**src/hw/rtl/mh2_pkg.sv**
```systemverilog
// Package: shared constants, types and state encodings for the MurmurHash2 bucket selector.
`timescale 1ns / 1ps
`default_nettype none
package mh2_pkg;

	localparam logic [31:0] MIX_MUL     = 32'h5bd1e995;
	localparam int unsigned MIX_SHIFT   = 24;
	localparam int unsigned FIN_SHIFT_A = 13;
	localparam int unsigned FIN_SHIFT_B = 15;
	localparam logic [31:0] SEED_RESET  = 32'h6a5b223d;
	localparam logic [15:0] BUCKETS_RESET = 16'd1;

	localparam int unsigned CFG_IDX_W = 8;
	localparam logic [CFG_IDX_W-1:0] CFG_HASH_SEED    = 8'd0;
	localparam logic [CFG_IDX_W-1:0] CFG_BUCKET_COUNT = 8'd1;

	localparam logic [2:0] FULL_WORD_BYTES = 3'd4;

	localparam int unsigned QUEUE_DEPTH = 2;
	localparam int unsigned QPTR_W      = $clog2(QUEUE_DEPTH);
	localparam int unsigned QCNT_W      = $clog2(QUEUE_DEPTH + 1);

	localparam int unsigned DIV_STEPS = 32;
	localparam int unsigned DIV_CNT_W = $clog2(DIV_STEPS);

	typedef enum logic [1:0] {
		F_IDLE,
		F_MUL1,
		F_MUL2
	} front_state_t;

	typedef enum logic [1:0] {
		B_IDLE,
		B_FIN,
		B_DIV,
		B_DONE
	} back_state_t;

	// One unfinalized key hash handed from the front to the back.
	typedef struct packed {
		logic        valid;
		logic [31:0] hash;
	} hash_push_t;

endpackage
`default_nettype wire

```
**src/hw/rtl/mh2_front.sv**
```systemverilog
// Front end: accepts key words and runs the per-word MurmurHash2 mix.
`timescale 1ns / 1ps
`default_nettype none
module mh2_front
	import mh2_pkg::*;
(
	input  wire logic        clk,
	input  wire logic        arst_n,
	input  wire logic        in_valid,
	output logic             in_stall,
	input  wire logic [31:0] key_word,
	input  wire logic [2:0]  byte_count,
	input  wire logic        last_word,
	input  wire logic [15:0] total_length,
	input  wire logic [31:0] hash_seed,
	input  wire logic        q_full,
	output hash_push_t       push
);

	front_state_t state_q, state_d;

	logic [31:0] w_q;
	logic [2:0]  n_q;
	logic        last_q;
	logic [31:0] h_q;
	logic [31:0] k1_q;
	logic [31:0] hm_q;
	logic [31:0] run_q;
	logic        inside_q;

	logic        accept;
	logic        done;
	logic [2:0]  n_clamp;
	logic [31:0] tail_mask;
	logic [31:0] mul_in;
	logic [31:0] k_shr;
	logic [31:0] k2;
	logic [31:0] h_new;

	assign accept  = in_valid && !in_stall;
	assign n_clamp = (byte_count > FULL_WORD_BYTES) ? FULL_WORD_BYTES : byte_count;

	always_comb begin
		case (n_q)
			3'd3:    tail_mask = 32'h00ffffff;
			3'd2:    tail_mask = 32'h0000ffff;
			default: tail_mask = 32'h000000ff;
		endcase
	end

	assign mul_in = (n_q == FULL_WORD_BYTES) ? h_q : (h_q ^ (w_q & tail_mask));
	assign k_shr  = k1_q ^ (k1_q >> MIX_SHIFT);
	assign k2     = k_shr * MIX_MUL;

	always_comb begin
		if (n_q == FULL_WORD_BYTES) begin
			h_new = hm_q ^ k2;
		end else if (n_q == 3'd0) begin
			h_new = h_q;
		end else begin
			h_new = hm_q;
		end
	end

	// a last word waits here until the queue has room
	assign done = (state_q == F_MUL2) && !(last_q && q_full);

	always_comb begin
		push.valid = (state_q == F_MUL2) && last_q && !q_full;
		push.hash  = h_new;
		in_stall   = (state_q != F_IDLE);
	end

	always_comb begin
		state_d = state_q;
		case (state_q)
			F_IDLE: begin
				if (in_valid) begin
					state_d = F_MUL1;
				end
			end
			F_MUL1: state_d = F_MUL2;
			F_MUL2: begin
				if (done) begin
					state_d = F_IDLE;
				end
			end
			default: state_d = F_IDLE;
		endcase
	end

	always_ff @(posedge clk or negedge arst_n) begin
		if (!arst_n) begin
			state_q <= F_IDLE;
		end else begin
			state_q <= state_d;
		end
	end

	always_ff @(posedge clk or negedge arst_n) begin
		if (!arst_n) begin
			inside_q <= 1'b0;
			run_q    <= 32'd0;
		end else if (done) begin
			inside_q <= !last_q;
			run_q    <= h_new;
		end
	end

	always_ff @(posedge clk) begin
		if (accept) begin
			w_q    <= key_word;
			n_q    <= n_clamp;
			last_q <= last_word;
			h_q    <= inside_q ? run_q : (hash_seed ^ {16'd0, total_length});
		end
		if (state_q == F_MUL1) begin
			k1_q <= w_q * MIX_MUL;
			hm_q <= mul_in * MIX_MUL;
		end
	end

endmodule
`default_nettype wire

```
**src/hw/rtl/mh2_queue.sv**
```systemverilog
// Two-entry queue of unfinalized key hashes between front and back.
`timescale 1ns / 1ps
`default_nettype none
module mh2_queue
	import mh2_pkg::*;
(
	input  wire logic        clk,
	input  wire logic        arst_n,
	input  hash_push_t       push,
	output logic             full,
	input  wire logic        pop,
	output logic             q_valid,
	output logic [31:0]      q_hash
);

	logic [31:0]       mem_q [QUEUE_DEPTH];
	logic [QPTR_W-1:0] wr_ptr_q;
	logic [QPTR_W-1:0] rd_ptr_q;
	logic [QCNT_W-1:0] count_q;

	assign full    = (count_q == QCNT_W'(QUEUE_DEPTH));
	assign q_valid = (count_q != '0);
	assign q_hash  = mem_q[rd_ptr_q];

	always_ff @(posedge clk or negedge arst_n) begin
		if (!arst_n) begin
			wr_ptr_q <= '0;
			rd_ptr_q <= '0;
			count_q  <= '0;
		end else begin
			if (push.valid) begin
				wr_ptr_q <= wr_ptr_q + 1'b1;
			end
			if (pop) begin
				rd_ptr_q <= rd_ptr_q + 1'b1;
			end
			if (push.valid && !pop) begin
				count_q <= count_q + 1'b1;
			end else if (pop && !push.valid) begin
				count_q <= count_q - 1'b1;
			end
		end
	end

	always_ff @(posedge clk) begin
		if (push.valid) begin
			mem_q[wr_ptr_q] <= push.hash;
		end
	end

`ifndef SYNTHESIS
	a_no_overflow: assert property (@(posedge clk) disable iff (!arst_n)
		push.valid |-> !full) else $error("queue push while full");
	a_no_underflow: assert property (@(posedge clk) disable iff (!arst_n)
		pop |-> q_valid) else $error("queue pop while empty");
	a_count_up: assert property (@(posedge clk) disable iff (!arst_n)
		(push.valid && !pop) |=> (count_q == $past(count_q) + 1'b1))
		else $error("queue count did not advance on push");
	a_count_range: assert property (@(posedge clk) disable iff (!arst_n)
		count_q <= QCNT_W'(QUEUE_DEPTH)) else $error("queue count out of range");
`endif

endmodule
`default_nettype wire

```
**src/hw/rtl/mh2_back.sv**
```systemverilog
// Back end: finalization, hash magnitude and bit-serial remainder by the bucket count.
`timescale 1ns / 1ps
`default_nettype none
module mh2_back
	import mh2_pkg::*;
(
	input  wire logic        clk,
	input  wire logic        arst_n,
	input  wire logic        q_valid,
	input  wire logic [31:0] q_hash,
	output logic             pop,
	input  wire logic [15:0] divisor,
	output logic             out_valid,
	input  wire logic        out_stall,
	output logic [31:0]      hash_value,
	output logic [15:0]      bucket
);

	back_state_t state_q, state_d;

	logic [31:0]          p_s1;
	logic [31:0]          hash_q;
	logic [31:0]          mag_q;
	logic [15:0]          rem_q;
	logic [DIV_CNT_W-1:0] cnt_q;
	logic                 out_valid_q;
	logic [31:0]          hash_out_q;
	logic [15:0]          bucket_q;

	logic [31:0] fin_pre;
	logic [31:0] fin_hash;
	logic [31:0] fin_mag;
	logic [16:0] rem_shift;
	logic [16:0] rem_sub;
	logic        load_out;
	logic        last_step;

	assign fin_pre   = q_hash ^ (q_hash >> FIN_SHIFT_A);
	assign fin_hash  = p_s1 ^ (p_s1 >> FIN_SHIFT_B);
	// the most negative hash negates to itself, which is its magnitude 2^31
	assign fin_mag   = fin_hash[31] ? (32'd0 - fin_hash) : fin_hash;
	assign rem_shift = {rem_q, mag_q[31]};
	assign rem_sub   = rem_shift - {1'b0, divisor};
	assign last_step = (cnt_q == DIV_CNT_W'(DIV_STEPS - 1));
	assign load_out  = (state_q == B_DONE) && (!out_valid_q || !out_stall);

	assign out_valid  = out_valid_q;
	assign hash_value = hash_out_q;
	assign bucket     = bucket_q;

	always_comb begin
		state_d = state_q;
		pop     = 1'b0;
		case (state_q)
			B_IDLE: begin
				if (q_valid) begin
					pop     = 1'b1;
					state_d = B_FIN;
				end
			end
			B_FIN: state_d = B_DIV;
			B_DIV: begin
				if (last_step) begin
					state_d = B_DONE;
				end
			end
			B_DONE: begin
				if (load_out) begin
					state_d = B_IDLE;
				end
			end
			default: state_d = B_IDLE;
		endcase
	end

	always_ff @(posedge clk or negedge arst_n) begin
		if (!arst_n) begin
			state_q <= B_IDLE;
		end else begin
			state_q <= state_d;
		end
	end

	always_ff @(posedge clk or negedge arst_n) begin
		if (!arst_n) begin
			out_valid_q <= 1'b0;
		end else if (load_out) begin
			out_valid_q <= 1'b1;
		end else if (!out_stall) begin
			out_valid_q <= 1'b0;
		end
	end

	always_ff @(posedge clk) begin
		if (pop) begin
			p_s1 <= fin_pre * MIX_MUL;
		end
		case (state_q)
			B_FIN: begin
				hash_q <= fin_hash;
				mag_q  <= fin_mag;
				rem_q  <= 16'd0;
				cnt_q  <= '0;
			end
			B_DIV: begin
				// one quotient bit per beat of the divider, MSB first
				mag_q <= {mag_q[30:0], 1'b0};
				cnt_q <= cnt_q + 1'b1;
				if (rem_shift >= {1'b0, divisor}) begin
					rem_q <= rem_sub[15:0];
				end else begin
					rem_q <= rem_shift[15:0];
				end
			end
			default: begin
			end
		endcase
		if (load_out) begin
			hash_out_q <= hash_q;
			bucket_q   <= rem_q;
		end
	end

endmodule
`default_nettype wire

```
**src/hw/rtl/murmur2_hash_bucket_select_unit.sv**
```systemverilog
// Top level: MurmurHash2 bucket selector with configuration registers.
`timescale 1ns / 1ps
`default_nettype none
// Streams a key one 32-bit little-endian word per beat and, on the word marked last,
// returns the 32-bit MurmurHash2 of the key and its bucket, |hash as signed| modulo
// bucket_count (a count of zero acts as one). The front end takes a word, then steps
// through F_MUL1 and F_MUL2 for the two chained 32x32 multiplies of the word mix,
// with the running-hash multiply alongside, before it takes the next word. Finished
// key hashes wait in a two-entry queue. The back end registers the finalization
// multiply as it pops a hash, the magnitude in B_FIN, then runs a bit-serial remainder
// unit in B_DIV and loads the output register in B_DONE; short keys arriving faster
// than the back end drains them fill the queue and then stall the input.
module murmur2_hash_bucket_select_unit
	import mh2_pkg::*;
(
	input  wire logic                 clk,
	input  wire logic                 arst_n,
	input  wire logic                 in_valid,
	output logic                      in_stall,
	input  wire logic [31:0]          key_word,
	input  wire logic [2:0]           byte_count,
	input  wire logic                 last_word,
	input  wire logic [15:0]          total_length,
	output logic                      out_valid,
	input  wire logic                 out_stall,
	output logic [31:0]               hash_value,
	output logic [15:0]               bucket,
	input  wire logic                 cfg_valid,
	output logic                      cfg_ready,
	input  wire logic [CFG_IDX_W-1:0] cfg_index,
	input  wire logic [31:0]          cfg_data
);

	logic [31:0] hash_seed_q;
	logic [15:0] bucket_count_q;
	logic [15:0] divisor;

	hash_push_t  push;
	logic        q_full;
	logic        q_valid;
	logic [31:0] q_hash;
	logic        pop;

	assign cfg_ready = 1'b1;
	assign divisor   = (bucket_count_q == 16'd0) ? 16'd1 : bucket_count_q;

	always_ff @(posedge clk or negedge arst_n) begin
		if (!arst_n) begin
			hash_seed_q    <= SEED_RESET;
			bucket_count_q <= BUCKETS_RESET;
		end else if (cfg_valid && cfg_ready) begin
			case (cfg_index)
				CFG_HASH_SEED:    hash_seed_q    <= cfg_data;
				CFG_BUCKET_COUNT: bucket_count_q <= cfg_data[15:0];
				default: begin
				end
			endcase
		end
	end

	mh2_front u_front (
		.clk          (clk),
		.arst_n       (arst_n),
		.in_valid     (in_valid),
		.in_stall     (in_stall),
		.key_word     (key_word),
		.byte_count   (byte_count),
		.last_word    (last_word),
		.total_length (total_length),
		.hash_seed    (hash_seed_q),
		.q_full       (q_full),
		.push         (push)
	);

	mh2_queue u_queue (
		.clk     (clk),
		.arst_n  (arst_n),
		.push    (push),
		.full    (q_full),
		.pop     (pop),
		.q_valid (q_valid),
		.q_hash  (q_hash)
	);

	mh2_back u_back (
		.clk        (clk),
		.arst_n     (arst_n),
		.q_valid    (q_valid),
		.q_hash     (q_hash),
		.pop        (pop),
		.divisor    (divisor),
		.out_valid  (out_valid),
		.out_stall  (out_stall),
		.hash_value (hash_value),
		.bucket     (bucket)
	);

endmodule
`default_nettype wire
```
**config.mk**
```make
export PLATFORM = sky130hd
export DESIGN_NAME = murmur2_hash_bucket_select_unit
export DESIGN_NICKNAME = d
export VERILOG_FILES = /design/src/hw/rtl/mh2_pkg.sv /design/src/hw/rtl/mh2_front.sv /design/src/hw/rtl/mh2_queue.sv /design/src/hw/rtl/mh2_back.sv /design/src/hw/rtl/murmur2_hash_bucket_select_unit.sv
export SDC_FILE = /design/constraint.sdc
export NUM_CORES = 2
export LEC_CHECK = 0
export ABC_AREA = 0
export BUFFER_PORTS_ARGS = -buffer_cell sky130_fd_sc_hd__buf_2
export CORE_MARGIN = 1
export CORE_UTILIZATION = 60
export CTS_BUF_LIST = sky130_fd_sc_hd__clkbuf_2
export DETAILED_ROUTE_END_ITERATION = 8
export HOLD_SLACK_MARGIN = 0.12
export PLACE_DENSITY_LB_ADDON = 0.05
export SLEW_MARGIN = 20
export SYNTH_ARGS = -nofsm -noshare
export SYNTH_HDL_FRONTEND = slang
export SYNTH_SLANG_ARGS = --single-unit
```
**constraint.sdc**
```tcl
create_clock -name clk -period 18.5 [get_ports clk]
set_clock_uncertainty 0.2 [all_clocks]
set_input_delay 2.775 -clock clk [delete_from_list [all_inputs] [get_ports clk]]
set_output_delay 2.775 -clock clk [all_outputs]
set_load 0.1 [all_outputs]
```
* Yosys cells after proc, flatten, opt, wreduce, memory -nomap -nowiden
Memories as Yosys holds them, arrays and structs flattened. Index checks and enable logic that the tools add are counted.
Storage, ports and cells: memories kept 1, ROM bits 0, memory bits (writable) 64, bits of input ports 97, output and inout port bits 51, logic and storage cells 117, bits in latches 0, bits in registers 387
Cells by class: reduce and logical (&&, ||, !) cells 30, shift-type cells 0, $mul 4, bitwise operators 7, equality and inequality tests 17, add/subtract/negate cells 7, order comparisons 2, muxes and demuxes 26, divide/modulo/power cells 0
Memory list:
- u_queue.mem_q | words 2, width 32, read ports 1, clocked after Yosys merged registers in 0, wr ports 1, RTL line mh2_queue.sv:16 | logic [31:0] mem_q [QUEUE_DEPTH];
Operators with widths (number):
- 32-bit 2-to-1 mux | 5
- 32-bit by 31-bit multiplier with 32-bit output (second input constant) | 4
- 32-bit one-hot mux with 2 select lines | 1
- 32-bit XOR | 2
- 24-bit one-hot mux with 2 select lines | 1
- 32-bit by 24-bit AND with 32-bit output | 1
- 16-bit 2-to-1 mux | 2
- 16-bit one-hot mux with 2 select lines | 1
- 1-bit by 32-bit subtractor with 32-bit output (first input constant) | 1
- 32-bit by 16-bit XOR with 32-bit output | 1
- 32-bit by 17-bit XOR with 32-bit output | 1
- 32-bit by 19-bit XOR with 32-bit output | 1
- 32-bit by 8-bit XOR with 32-bit output | 1
- 17-bit by 16-bit greater-or-equal comparator with 1-bit output | 1
- 16-bit logical NOT | 1
- 16-bit subtractor | 1
- 2-bit 2-to-1 mux | 7
- 5-bit one-hot mux with 2 select lines | 1
- 2-bit equality test (second input constant) | 4
- 8-bit by 1-bit equality test with 1-bit output (second input constant) | 1
- 1-bit logical AND | 8
- 1-bit logical NOT | 8
- 8-bit logical NOT | 1
- 2-bit by 1-bit inequality test with 1-bit output (second input constant) | 4
- 19 further kinds | 34

* Longest topological paths before layout
depth in word-level cells 7, mapped depth 30, gate-level depth less buffers 30

* Modules after synthesis
From an unflattened synthesis, not the netlist that was laid out.
Second synthesis, totals: cells, all modules 4956, area total of the unflattened synthesis 54343.4 µm²
Modules (own cells, without submodules):
- mh2_front | instances 1, cells each 3237, area each 33384.5 µm², seq. area each 4839.6 µm²
- mh2_back | instances 1, cells each 1475, area each 16326.9 µm², seq. area each 5029.8 µm²
- mh2_queue | instances 1, cells each 116, area each 2651.3 µm², seq. area each 2021.9 µm²
- murmur2_hash_bucket_select_unit | instances 1, cells each 128, area each 1980.6 µm², seq. area each 1222.4 µm²

* Least setup slack after synthesis
OpenSTA, ideal clock, no wires.
path type register to register, start point reg u_queue.rd_ptr_q, end point reg u_back.p_s1[28], data pin, path slack 10.561 ns, arrival 7.477 ns, buffers on the path 3, period minus slack after synthesis 7.939 ns, stages on the path, launching flop included 28, required time 18.038 ns, library setup time 0.262 ns, cell sequence dfrtp_1 clkbuf_1 buf_2 buf_1 mux2i_1 xor2_1 ha_1 ha_1 inv_1 fa_1 inv_1 fa_1 fa_1 inv_1 fa_1 fa_1 inv_1 fa_1 ha_1 or3_1 o221ai_1 nand2b_1 a21oi_1 a21oi_1 a21o_1 a31oi_1 o21bai_1 xor2_1
On the way: cells in the longest elaborated chain, start to end 3
RTL lines:
- start, declared | RTL line mh2_queue.sv:18 | logic [QPTR_W-1:0] rd_ptr_q;
- start signal, assigned | RTL line mh2_queue.sv:35 | rd_ptr_q <= rd_ptr_q + 1'b1;
- memory 2 x 32 bit
- 32-bit by 19-bit XOR with 32-bit output | RTL line mh2_back.sv:38 | assign fin_pre = q_hash ^ (q_hash >> FIN_SHIFT_A);
- 32-bit by 31-bit multiplier with 32-bit output | RTL line mh2_back.sv:96 | p_s1 <= fin_pre * MIX_MUL;
- end signal, assigned | RTL line mh2_back.sv:96
- end, declared | RTL line mh2_back.sv:21 | logic [31:0] p_s1;
No other way between the ends. A chain may end at the register's enable or synchronous reset.

* Worst setup path after layout
start point reg u_front.n_q[1], end point reg u_front.hm_q[30], data pin
On the way: cells in the longest elaborated chain, start to end 6
RTL lines:
- start, declared | RTL line mh2_front.sv:23 | logic [2:0] n_q;
- start signal, assigned | RTL line mh2_front.sv:113 | n_q <= n_clamp;
- 3-bit by 2-bit equality test with 1-bit output | RTL line mh2_front.sv:44 | case (n_q)
- 24-bit one-hot mux with 2 select lines | RTL line mh2_front.sv:44
- 32-bit by 24-bit AND with 32-bit output | RTL line mh2_front.sv:51 | assign mul_in = (n_q == FULL_WORD_BYTES) ? h_q : (h_q ^ (w_q & tail_mask));
- 32-bit XOR | RTL line mh2_front.sv:51
- 32-bit 2-to-1 mux * | RTL line mh2_front.sv:51
- 32-bit by 31-bit multiplier with 32-bit output * | RTL line mh2_front.sv:119 | hm_q <= mul_in * MIX_MUL;
- end signal, assigned | RTL line mh2_front.sv:119
- end, declared | RTL line mh2_front.sv:27 | logic [31:0] hm_q;
Every way passes the cells marked *; elsewhere a longest branch is shown, timed or not.

==> results.py <==
metrics = {
    "clocking": {
        "hold_buffers": 0,
        "clock_latency_ns": 1.24,
        "clkTransAtPathRegs_ns": 0.11,
        "cts_root_buf": "clkbuf_2",
        "cts_tree": "yes",
        "cts-resized-gates": 0,
        "clock-sinks": 451,
        "cts.htree.levels": 3,
        "clk_path_buf_depth": 3,
        "cts_setup_buffers": 0,
        "tritoncts.num_buffers": 113,
    },
    "setup_path": {
        "crit_slowest_cell": "fa_1",
        "crit_top_cell": "inv_1",
        "critical_path_peak_fanout": 63,
        "cpPeakStageDelay_ns": 0.53,
        "r2r_slack_ns": 9.09,
        "worstReg2RegStart": "u_front.n_q[1]",
        "worstPathRequired_ns": 19.21,
        "crit_type": "reg -> reg",
        "worst_r2r_path_depth": 31,
        "cp-end-kind": "flip-flop",
        "critPathArrivalTime_ns": 10.12,
        "worst_setup_path_start_kind": "flip-flop",
        "worstReg2RegEnd": "u_front.hm_q[30]",
    },
    "logic_synthesis": {
        "synth-seq-cells": 451,
        "synth_edf_count": 361,
        "synthArstFlopShare_pct": 19.96,
        "yosys_warnings": 0,
        "syn-instance-count": 4975,
        "ys.flop_type": "edfxtp_1",
        "syn-num-nets": 6672,
        "avgSynthCellArea_um2": 10.90,
        "yosysSeqAreaShare_pct": 24.19,
        "yosys.cell_types.count": 84,
        "netlist_area_mm2": 0.05421,
    },
    "grt": {
        "grt_pass1_vias": 36540,
        "grt_use_total_pct": 30.44,
        "grt_overflow": 0,
        "grt_max_degree": 67,
        "grt_antenna_before_repair": 7,
        "grt_pass1_wl_um": 207600,
    },
    "floorplanning": {
        "fp.dieW_um": 302.6,
        "core_area_mm2": 0.08892,
        "die_h_um": 302.6,
        "die_area_mm2": 0.09156,
        "rows": 109,
        "ios": 148,
        "start_util_pct": 60.97,
    },
    "drt": {
        "drtIter0Drc": 2130,
        "drtAntennaViolNets": 0,
        "route.detailed.drc": 0,
        "vias_per_cell": 5.340,
        "avgRoutedWirePerCell_um": 20.47,
        "vias": 34720,
        "dr.pass1.iters": 5,
        "wl_um": 133100,
    },
    "timing": {
        "tightestPinTransition_ns": 1.045,
        "hold_viol": 0,
        "post-route-period-util_pct": 50.87,
        "worst_slew_margin_rel_pct": 30.36,
        "timing.final.crit_period_ns": 9.412,
        "final-max-slew-violation-count": 0,
        "setup_viol": 0,
        "rsz0062_at_grt": "false",
        "setup_tns_ns": 0,
        "fmax_ghz": 0.1063,
    },
    "cells_and_area": {
        "area_delta_synth_final_pct": 6.575,
        "multi_input_area_mm2": 0.03570,
        "layout_commonest_cell": "inv_1",
        "fillers": 7357,
        "drive_gt1_share_pct": 10.42,
        "seq_area_mm2": 0.01312,
        "final_area_mm2": 0.05778,
        "nNetsFinal": 6935,
        "final_cell_mix": "inv_1 (1407), ha_1 (879), fa_1 (719), edfxtp_1 (361), xnor2_1 (270)",
    },
    "run_status": {
        "status": "finished clean",
    },
    "place": {
        "gp_congestion": 0.9396,
        "hpwl_um": 109800,
        "io_buffers": 146,
        "dpl_cell_area_mm2": 0.05670,
    },
    "worst_hold_path": {
        "min_to": "u_back.hash_value[7]",
        "hold_depth": 0,
        "hold_class": "reg -> reg",
        "worstHoldStart": "u_back.hash_q[7]",
    },
    "flow_run": {
        "cap_violations": 0,
    },
}
## Yosys cell counts (16+ instances only)
master       n  area (um2)
xor2_1     103       902.1
a211oi_1    17       127.6
o22ai_1     30       187.7
fa_1       719       14390
or3_1       16       100.1
clkbuf_1    41       153.9
nor2b_1     20       125.1
nor2_1     105       394.1
o21a_1      24       180.2
a21oi_1    116       580.6
xnor2_1    270        2365
dfstp_2     17       446.7
nand2_1    161       604.3
mux2i_1     51       510.5
ha_1       881       11020
nor3_1      27       135.1
inv_1     1407        5281
edfxtp_1   361       10840
nand3_1     42       210.2
a21o_1      51       382.9
o21ai_0    126       630.6
mux2_2      95        1070
dfrtp_1     73        1827
## metal layers
| layer | track usage [%] | routed length [um] |
|---|---|---|
| met2 | 52.30 | 65670 |
| met5 | 0 | 0 |
| met3 | 3.881 | 7267 |
| met4 | 8.674 | 3614 |
| met1 | 40.54 | 56540 |
## through the flow
stage	hold WS [ns]	utilization, %	instances	setup WS, ns
2_1_floorplan	0.2003	-	4975	10.56
3_3_place_gp	0.2007	63.76	6288	9.433
3_5_place_dp	0.2045	63.76	6288	9.212
4_1_cts	0.1766	64.96	6499	9.137
5_1_grt	0.1758	64.98	6502	8.653
6_report	0.1689	64.98	6502	9.088
## state kept, by name (all words and copies together) (netlist names), 32 cells and up
signal / flops
u_front.run_q: 32
u_back.hash_q: 32
u_queue.mem_q: 64
u_back.mag_q: 32
u_front.hm_q: 32
u_back.p_s1: 32
u_front.k1_q: 32
u_back.hash_value: 32
u_front.h_q: 32
u_front.w_q: 32
hash_seed_q: 32
## worst max-delay path by stage
| stage | depth (start not counted) | start | end |
|---|---|---|---|
| after detailed placement | 31 | u_front.n_q[1] | u_front.hm_q[30] |
| after global placement | 31 | u_front.n_q[1] | u_front.hm_q[30] |
| final | 31 | u_front.n_q[1] | u_front.hm_q[30] |
| after global routing | 31 | u_front.n_q[1] | u_front.hm_q[30] |
| after floorplan | 27 | u_queue.rd_ptr_q | u_back.p_s1[28] |
| after CTS | 31 | u_front.n_q[1] | u_front.hm_q[30] |
## critical path: cells and delay by family, from the launching register on
family	cells	cell delay (ns)
adder cells (fa/ha/maj)	9	3.91
AO/OA/AOI/OAI	7	1.72
buffers and inverters	9	1.28
AND/OR/NAND/NOR	4	0.98
XOR/XNOR	2	0.55
flip-flops	1	0.45
## logic make-up (layout without fill, tap and decap cells)
kind of cell	after synthesis	after routing	share of synthesized area, %
other	1	4	0.006917
AO/OA/AOI/OAI	472	472	5.421
XOR/XNOR	381	381	6.278
multiplexers	147	147	2.943
flip-flops	451	451	24.19
adder cells (fa/ha/maj)	1600	1600	46.88
buffers and inverters	1461	1820	10.13
AND/OR/NAND/NOR	462	462	4.147
## area by class of cell
type / instances / area share, %
Timing Repair Buffer: 200 / 1.971
Sequential cell: 451 / 22.70
Clock buffer: 175 / 1.516
Antenna cell: 3 / 0.01299
Inverter: 1409 / 9.154
Multi-Input combinational cell: 3063 / 61.79
Tap cell: 1165 / 2.523
Clock inverter: 36 / 0.3270
Power is not shown: default switching activity piles up to over one toggle a cycle in this logic, so the estimate is an artifact.
